### config.mk
export PLATFORM = sky130hd
export DESIGN_NAME = dmct_ctrl_flat
export DESIGN_NICKNAME = d
export VERILOG_FILES = /design/src/hdl/dmct_pkg.sv /design/src/hdl/dmct_req_if.sv /design/src/hdl/dmct_rsp_if.sv /design/src/hdl/dmct_ctrl.sv /design/src/flat_wrapper.sv
export SDC_FILE = /design/constraint.sdc
export NUM_CORES = 1
export LEC_CHECK = 0
export BUFFER_PORTS_ARGS = -buffer_cell sky130_fd_sc_hd__buf_2
export CORE_UTILIZATION = 39
export CTS_BUF_LIST = sky130_fd_sc_hd__clkbuf_16
export DETAILED_ROUTE_END_ITERATION = 12
export SYNTH_ARGS = -nofsm -noshare
export SYNTH_HDL_FRONTEND = slang
export SYNTH_SLANG_ARGS = --single-unit
### constraint.sdc
create_clock -name clk -period 17.4 [get_ports clk]
set_input_delay 3.48 -clock clk [delete_from_list [all_inputs] [get_ports clk]]
set_output_delay 3.48 -clock clk [all_outputs]
set_load 0.005 [all_outputs]
### src/hdl/dmct_pkg.sv
`default_nettype none

package dmct_pkg;

    // field widths fixed by the item format
    localparam int REQ_W      = 2;
    localparam int COORD_W    = 32;
    localparam int OUTCOME_W  = 3;
    localparam int SLOT_IDX_W = 10;
    localparam int COUNT_W    = 11;

    // default grid side, a power of two
    localparam int GRID_SIDE_DEFAULT = 32;

    typedef logic [REQ_W-1:0]         req_type_t;
    typedef logic signed [COORD_W-1:0] coord_t;
    typedef logic [OUTCOME_W-1:0]     outcome_t;
    typedef logic [SLOT_IDX_W-1:0]    slot_idx_t;
    typedef logic [COUNT_W-1:0]       count_t;

    // request codes
    localparam req_type_t REQ_OBTAIN   = 2'd0;
    localparam req_type_t REQ_DROP     = 2'd1;
    localparam req_type_t REQ_DROP_ALL = 2'd2;

    // outcome codes
    localparam outcome_t OUT_LAST_HIT    = 3'd0;
    localparam outcome_t OUT_SLOT_HIT    = 3'd1;
    localparam outcome_t OUT_FILLED      = 3'd2;
    localparam outcome_t OUT_REPLACED    = 3'd3;
    localparam outcome_t OUT_DROPPED     = 3'd4;
    localparam outcome_t OUT_IGNORED     = 3'd5;
    localparam outcome_t OUT_ALL_DROPPED = 3'd6;

    // one slot of the tag memory
    typedef struct packed {
        logic   valid;
        coord_t x;
        coord_t z;
    } slot_entry_t;

endpackage

`default_nettype wire

### src/hdl/dmct_req_if.sv
`default_nettype none

interface dmct_req_if;
    import dmct_pkg::*;

    logic      valid;
    logic      ready;
    req_type_t req_type;
    coord_t    col_x;
    coord_t    col_z;

    modport source (output valid, output req_type, output col_x, output col_z, input ready);
    modport sink (input valid, input req_type, input col_x, input col_z, output ready);
endinterface

`default_nettype wire

### src/hdl/dmct_rsp_if.sv
`default_nettype none

interface dmct_rsp_if;
    import dmct_pkg::*;

    logic      valid;
    logic      ready;
    outcome_t  outcome;
    slot_idx_t slot_index;
    coord_t    evicted_x;
    coord_t    evicted_z;
    count_t    resident_count;

    modport source (
        output valid, output outcome, output slot_index, output evicted_x,
        output evicted_z, output resident_count, input ready
    );
    modport sink (
        input valid, input outcome, input slot_index, input evicted_x,
        input evicted_z, input resident_count, output ready
    );
endinterface

`default_nettype wire

### src/hdl/dmct_ctrl.sv
`default_nettype none

module dmct_ctrl #(
    parameter int GRID_SIDE = dmct_pkg::GRID_SIDE_DEFAULT,
    localparam int IDX_W = 2 * $clog2(GRID_SIDE)
) (
    input  wire logic                  clk,
    input  wire logic                  rst_n,
    dmct_req_if.sink                   req,
    dmct_rsp_if.source                 rsp,
    output logic                       rd_en,
    output logic [IDX_W-1:0]           rd_addr,
    input  wire dmct_pkg::slot_entry_t rd_data,
    output logic                       wr_en,
    output logic [IDX_W-1:0]           wr_addr,
    output dmct_pkg::slot_entry_t      wr_data
);
    import dmct_pkg::*;

    localparam int SIDE_W     = $clog2(GRID_SIDE);
    localparam int SLOT_COUNT = GRID_SIDE * GRID_SIDE;
    localparam int CNT_W      = $clog2(SLOT_COUNT + 1);
    localparam logic [CNT_W-1:0] SLOT_COUNT_C = CNT_W'(SLOT_COUNT);
    localparam logic [CNT_W-1:0] CNT_ONE      = CNT_W'(1);
    localparam logic [IDX_W-1:0] ADDR_ONE     = IDX_W'(1);

    typedef enum logic [2:0] {
        ST_IDLE   = 3'b001,
        ST_LOOKUP = 3'b010,
        ST_CLEAR  = 3'b100
    } state_t;

    state_t           state_reg, state_next;
    logic [IDX_W-1:0] clear_addr_reg;

    // request held during lookup
    req_type_t        req_type_reg;
    coord_t           x_reg, z_reg;
    logic [IDX_W-1:0] slot_reg;

    // last-hit register and occupancy
    coord_t           last_x_reg, last_x_next;
    coord_t           last_z_reg, last_z_next;
    logic             last_valid_reg, last_valid_next;
    logic [CNT_W-1:0] count_reg, count_next;

    // output register
    logic             out_valid_reg;
    outcome_t         outcome_reg, outcome_next;
    slot_idx_t        slot_index_reg, slot_index_next;
    coord_t           evicted_x_reg, evicted_x_next;
    coord_t           evicted_z_reg, evicted_z_next;
    count_t           resident_count_reg, resident_count_next;

    logic             req_accept;
    logic             out_free;
    logic             step;
    logic             hit_last;
    logic             tag_match;
    logic             wb_en;
    slot_entry_t      wb_entry;
    logic             go_clear;
    logic [IDX_W-1:0] slot_res;
    logic [IDX_W+SLOT_IDX_W-1:0] slot_wide;
    logic [CNT_W+COUNT_W-1:0]    count_wide;

    assign req.ready  = (state_reg == ST_IDLE);
    assign req_accept = req.valid && req.ready;
    assign out_free   = !out_valid_reg || rsp.ready;
    assign step       = (state_reg == ST_LOOKUP) && out_free;

    // slot = x low bits + GRID_SIDE * z low bits
    assign rd_en   = req_accept;
    assign rd_addr = {req.col_z[SIDE_W-1:0], req.col_x[SIDE_W-1:0]};

    assign hit_last  = last_valid_reg && (last_x_reg == x_reg) && (last_z_reg == z_reg);
    assign tag_match = rd_data.valid && (rd_data.x == x_reg) && (rd_data.z == z_reg);

    always_comb
    begin
        last_x_next     = last_x_reg;
        last_z_next     = last_z_reg;
        last_valid_next = last_valid_reg;
        count_next      = count_reg;
        outcome_next    = OUT_IGNORED;
        slot_res        = slot_reg;
        evicted_x_next  = '0;
        evicted_z_next  = '0;
        wb_en           = 1'b0;
        wb_entry        = '{valid: 1'b1, x: x_reg, z: z_reg};
        go_clear        = 1'b0;
        case (req_type_reg)
            REQ_OBTAIN:
            begin
                if (hit_last)
                begin
                    outcome_next = OUT_LAST_HIT;
                end
                else if (tag_match)
                begin
                    outcome_next = OUT_SLOT_HIT;
                end
                else
                begin
                    wb_en = 1'b1;
                    if (rd_data.valid)
                    begin
                        outcome_next   = OUT_REPLACED;
                        evicted_x_next = rd_data.x;
                        evicted_z_next = rd_data.z;
                    end
                    else
                    begin
                        outcome_next = OUT_FILLED;
                        if (count_reg < SLOT_COUNT_C)
                        begin
                            count_next = count_reg + CNT_ONE;
                        end
                    end
                end
                last_x_next     = x_reg;
                last_z_next     = z_reg;
                last_valid_next = 1'b1;
            end
            REQ_DROP:
            begin
                if (tag_match)
                begin
                    wb_en    = 1'b1;
                    wb_entry = '{valid: 1'b0, x: rd_data.x, z: rd_data.z};
                    if (hit_last)
                    begin
                        last_valid_next = 1'b0;
                        last_x_next     = '0;
                        last_z_next     = '0;
                    end
                    if (count_reg != '0)
                    begin
                        count_next = count_reg - CNT_ONE;
                    end
                    outcome_next = OUT_DROPPED;
                end
            end
            REQ_DROP_ALL:
            begin
                count_next      = '0;
                last_valid_next = 1'b0;
                last_x_next     = '0;
                last_z_next     = '0;
                slot_res        = '0;
                outcome_next    = OUT_ALL_DROPPED;
                go_clear        = 1'b1;
            end
            default:
            begin
                outcome_next = OUT_IGNORED;
            end
        endcase
    end

    // fit internal widths onto the fixed output fields
    assign slot_wide           = {{SLOT_IDX_W{1'b0}}, slot_res};
    assign slot_index_next     = slot_wide[SLOT_IDX_W-1:0];
    assign count_wide          = {{COUNT_W{1'b0}}, count_next};
    assign resident_count_next = count_wide[COUNT_W-1:0];

    // write port: clearing sweep or lookup write-back
    assign wr_en   = (state_reg == ST_CLEAR) || (step && wb_en);
    assign wr_addr = (state_reg == ST_CLEAR) ? clear_addr_reg : slot_reg;
    assign wr_data = (state_reg == ST_CLEAR) ? slot_entry_t'('0) : wb_entry;

    always_comb
    begin
        state_next = state_reg;
        case (state_reg)
            ST_IDLE:
            begin
                if (req_accept)
                begin
                    state_next = ST_LOOKUP;
                end
            end
            ST_LOOKUP:
            begin
                if (step)
                begin
                    state_next = go_clear ? ST_CLEAR : ST_IDLE;
                end
            end
            ST_CLEAR:
            begin
                if (clear_addr_reg == '1)
                begin
                    state_next = ST_IDLE;
                end
            end
            default:
            begin
                state_next = ST_CLEAR;
            end
        endcase
    end

    always_ff @(posedge clk or negedge rst_n)
    begin
        if (!rst_n)
        begin
            state_reg      <= ST_CLEAR;
            clear_addr_reg <= '0;
            last_x_reg     <= '0;
            last_z_reg     <= '0;
            last_valid_reg <= 1'b0;
            count_reg      <= '0;
            out_valid_reg  <= 1'b0;
        end
        else
        begin
            state_reg <= state_next;
            if (state_reg == ST_CLEAR)
            begin
                clear_addr_reg <= clear_addr_reg + ADDR_ONE;
            end
            if (step)
            begin
                last_x_reg     <= last_x_next;
                last_z_reg     <= last_z_next;
                last_valid_reg <= last_valid_next;
                count_reg      <= count_next;
                out_valid_reg  <= 1'b1;
            end
            else if (rsp.ready)
            begin
                out_valid_reg <= 1'b0;
            end
        end
    end

    always_ff @(posedge clk)
    begin
        if (req_accept)
        begin
            req_type_reg <= req.req_type;
            x_reg        <= req.col_x;
            z_reg        <= req.col_z;
            slot_reg     <= rd_addr;
        end
        if (step)
        begin
            outcome_reg        <= outcome_next;
            slot_index_reg     <= slot_index_next;
            evicted_x_reg      <= evicted_x_next;
            evicted_z_reg      <= evicted_z_next;
            resident_count_reg <= resident_count_next;
        end
    end

    assign rsp.valid          = out_valid_reg;
    assign rsp.outcome        = outcome_reg;
    assign rsp.slot_index     = slot_index_reg;
    assign rsp.evicted_x      = evicted_x_reg;
    assign rsp.evicted_z      = evicted_z_reg;
    assign rsp.resident_count = resident_count_reg;

`ifndef NO_ASSERTIONS
    a_count_bound: assert property (@(posedge clk) disable iff (!rst_n)
        count_reg <= SLOT_COUNT_C)
        else $error("resident count above slot count");

    a_accept_to_lookup: assert property (@(posedge clk) disable iff (!rst_n)
        req_accept |=> (state_reg == ST_LOOKUP))
        else $error("accepted item not followed by lookup");

    a_no_idle_write: assert property (@(posedge clk) disable iff (!rst_n)
        wr_en |-> (state_reg != ST_IDLE))
        else $error("memory written while idle");

    a_last_cleared: assert property (@(posedge clk) disable iff (!rst_n)
        !last_valid_reg |-> (last_x_reg == '0) && (last_z_reg == '0))
        else $error("invalid last-hit register holds coordinates");

    a_clear_empties: assert property (@(posedge clk) disable iff (!rst_n)
        ((state_reg == ST_CLEAR) && (clear_addr_reg == '1)) |=> (count_reg == '0))
        else $error("count not zero after clearing sweep");
`endif

endmodule

`default_nettype wire

### src/flat_wrapper.sv
// flat-port wrapper written by rule: the top's interface ports become plain ports
module dmct_ctrl_flat import dmct_pkg::*;
#(
    parameter int GRID_SIDE = dmct_pkg::GRID_SIDE_DEFAULT,
    localparam int IDX_W = 2 * $clog2(GRID_SIDE)
)
  (clk, rst_n, rd_en, rd_addr, rd_data, wr_en, wr_addr, wr_data, req_valid, req_req_type, req_col_x, req_col_z, req_ready, rsp_valid, rsp_outcome, rsp_slot_index, rsp_evicted_x, rsp_evicted_z, rsp_resident_count, rsp_ready);
  dmct_req_if req_i ();
  dmct_rsp_if rsp_i ();
  input  wire logic clk;
  input  wire logic rst_n;
  output logic rd_en;
  output logic [IDX_W-1:0] rd_addr;
  input  wire dmct_pkg::slot_entry_t rd_data;
  output logic wr_en;
  output logic [IDX_W-1:0] wr_addr;
  output dmct_pkg::slot_entry_t wr_data;
  input wire logic [$bits(req_i.valid)-1:0] req_valid;
  input wire logic [$bits(req_i.req_type)-1:0] req_req_type;
  input wire logic [$bits(req_i.col_x)-1:0] req_col_x;
  input wire logic [$bits(req_i.col_z)-1:0] req_col_z;
  output wire logic [$bits(req_i.ready)-1:0] req_ready;
  output wire logic [$bits(rsp_i.valid)-1:0] rsp_valid;
  output wire logic [$bits(rsp_i.outcome)-1:0] rsp_outcome;
  output wire logic [$bits(rsp_i.slot_index)-1:0] rsp_slot_index;
  output wire logic [$bits(rsp_i.evicted_x)-1:0] rsp_evicted_x;
  output wire logic [$bits(rsp_i.evicted_z)-1:0] rsp_evicted_z;
  output wire logic [$bits(rsp_i.resident_count)-1:0] rsp_resident_count;
  input wire logic [$bits(rsp_i.ready)-1:0] rsp_ready;
  assign req_i.valid = req_valid;
  assign req_i.req_type = req_req_type;
  assign req_i.col_x = req_col_x;
  assign req_i.col_z = req_col_z;
  assign req_ready = req_i.ready;
  assign rsp_valid = rsp_i.valid;
  assign rsp_outcome = rsp_i.outcome;
  assign rsp_slot_index = rsp_i.slot_index;
  assign rsp_evicted_x = rsp_i.evicted_x;
  assign rsp_evicted_z = rsp_i.evicted_z;
  assign rsp_resident_count = rsp_i.resident_count;
  assign rsp_i.ready = rsp_ready;
  dmct_ctrl #(.GRID_SIDE(GRID_SIDE)) u_core (.clk(clk), .rst_n(rst_n), .req(req_i), .rsp(rsp_i), .rd_en(rd_en), .rd_addr(rd_addr), .rd_data(rd_data), .wr_en(wr_en), .wr_addr(wr_addr), .wr_data(wr_data));
endmodule
==> impl_metrics.tcl <==
set metrics [dict create \
    ys_seq_elements 244 \
    clkSinkCount 244 \
    vias 9183 \
    slew_viol_final 0 \
    hold_buffers 0 \
    wl_per_cell_um 20.7 \
    drive_above_1_share_pct 27.5 \
    end_kind "output port" \
    num_rows 64 \
    rsz0062_at_grt "no" \
    start_util_pct 40.1 \
    ctsResizeCount 0 \
    dp_hpwl_mm 26.9 \
    clkTransAtPathRegs_ps 60 \
    grt.overflow.total 0 \
    seq_area_sq_um 6880 \
    post-cts-setup-buffers 0 \
    vias_per_cell 5.18 \
    ant_nets 0 \
    setup_tns_ps 0 \
    worstMarginPinSlew_ps 1060 \
    clk-insertion-delay-late_ps 550 \
    peakVddDrop_mv 0.0660 \
    crit_chain "buf_2 -> nor2b_1 -> a2111oi_0 -> nand4_1 -> or4_4 -> nor3_2 -> nand2_1 -> a21oi_1 -> or2_1 -> buf_2" \
    hp-class "reg2reg" \
    yosysSeqAreaShare_pct 55.4 \
    cp.required_ps 13920 \
    final_util_pct 48.9 \
    core_area_sq_um 31000 \
    fp.dieW_um 180 \
    cts_buffers 28 \
    period_needed_ps 9800 \
    drt_iter0_drc 536 \
    grt_max_degree 66 \
    fmax_ghz 0.102 \
    gp_congestion 0.925 \
    async_flop_share_pct 36.9 \
    htree_num_levels 1 \
    area_growth_pct 22.0 \
    wirelength_mm 36.7 \
    fin_crit_sh_pct 56.3 \
    drv_cap 0 \
    criticalPathCategory "in2out" \
    portBuffers 311 \
    ios 312 \
    setup_viol 0 \
    start_kind "input port" \
    ys_top_cells_by_area "edfxtp_1 (37%), dfrtp_1 (18%), nor2b_1 (7.8%)" \
    root_buffer "clkbuf_16" \
    power_leakage_nw 6.49 \
    grt_pass1_vias 9341 \
    synth_top_area_share_pct 37.2 \
    grt_pass1_wl_mm 56.0 \
    hold_viol_final 0 \
    max-slew-margin-rel_pct 29.5 \
    num-nets-final 1495 \
    status "complete, no violations" \
    synth_edf_count 154 \
    power.density_nw_per_um2 82.9 \
    grt_usage_pct 22.6 \
    syn-cell-area_sq_um 12400 \
    drc 0 \
    die_h_um 180 \
    cpMostUsedCell "buf_2" \
    crit_slowest_cell "nor3_2" \
    fillCellCount 2884 \
    die_area_sq_um 32600 \
    dp_slack_ps 7570 \
    clock_path_buffers 3 \
    slowest_delay_ps 660 \
    syn_nets 1200 \
    antenna_found_initial 2 \
    synth_flop_cell "edfxtp_1" \
    yosysWarningCount 0 \
    syn_avg_cell_area_sq_um 11.7 \
    r2r_setup_slack_ps 13390 \
    setup_ws_ps 7600 \
    syn_inst 1057 \
    synth_cell_types 70 \
    finalHoldWorstSlack_ps 510 \
    cts_tree "done" \
    arrival_ps 6320 \
    dr.pass1.iters 5 \
    finalClockSkew_ps 11.9 \
    cp_max_fo 11 \
    multi_input_area_sq_um 5170 \
    synth_area_leader_cell "edfxtp_1" \
]
## placed cells by master (no fill, tap or decap), types with 16 or more instances in the layout
master     netlist  routed
nor2b_1        154     154
clkbuf_16        0      29
nor4_1          19      19
nand4_1         39      39
dfrtp_1         89      89
edfxtp_1       154     154
and2_1          66      66
buf_2            6     310
nor2_1          32      32
nand2b_1        56      56
xor2_1          37      37
xnor2_1         49      49
inv_1           28      37
nand3_1         16      16
mux2_1          58      58
nand2_1         29      29
## final cells by class
type | count | share of cell area [%]
antenna | 3 | 0.0496
clock buffer | 29 | 4.79
clock inverter | 23 | 0.661
inverter | 33 | 0.834
multi-input combinational | 723 | 34.1
sequential | 244 | 45.4
tap | 396 | 3.27
timing repair buffer | 322 | 10.8
## synth_stat cells, types with 14 or more instances
master	instances
nand4_1	39
inv_1	28
and2_1	66
dfrtp_1	89
nand2b_1	56
edfxtp_1	154
nor4_1	19
mux2_1	58
nor2b_1	154
nor2_1	32
xnor2_1	49
clkbuf_1	40
xor2_1	37
nand2_1	29
a21oi_1	14
nand3_1	16
## worst paths after layout
kind,from,to,cells after the start
setup reg to reg,u_core.z_reg[21],u_core.rsp.resident_count[5],8
max in group asynchronous,rst_n,u_core.rsp.valid,2
setup / recovery,rd_data[9],wr_en,10
min in group asynchronous,rst_n,u_core.last_z_reg[5],1
hold reg to reg,u_core.last_x_reg[2],u_core.last_x_reg[2],1
hold / removal,u_core.last_x_reg[2],u_core.last_x_reg[2],1
## power breakdown
group          leakage (nW)  switching (mW)  internal, mW
sequential             2.49          0.0132         0.625
combinational          3.54          0.0367        0.0408
clock                 0.450           0.241         0.299
total                  6.49           0.291         0.965
## per-layer routing
metal  part of all wire (%)  global-route usage [%]  vias up
met5                  0.027                       0        -
met4                    2.0                    5.74        2
met3                    5.7                    3.66       53
met2                     47                    36.8      302
met1                     46                    31.2     4471
li1                       -                       -     4355
## critical path, delay by kind of cell
kind,cells,cell delay [ps]
buffers and inverters,2,220
AOI/OAI and AO/OA,2,760
and+or+nand+nor,6,1870
## cells by family after synthesis
logic type | synth area share [%]
adders and majority gates | 0.806
muxes | 6.42
buffers and inverters | 3.11
and+or+nand+nor | 22.0
DFF | 55.4
AOI/OAI and AO/OA | 6.20
xor gates and xnor gates | 6.07
## through the flow
step           cells  cell area (sq um)  power (mW)
2_1_floorplan   1057              12400       0.686
3_3_place_gp    1718              14300       0.727
3_5_place_dp    1718              14300       0.728
4_1_cts         1770              15100        1.27
5_1_grt         1771              15100        1.30
6_report        1773              15100        1.26
Power figures use the tool's default switching activity.
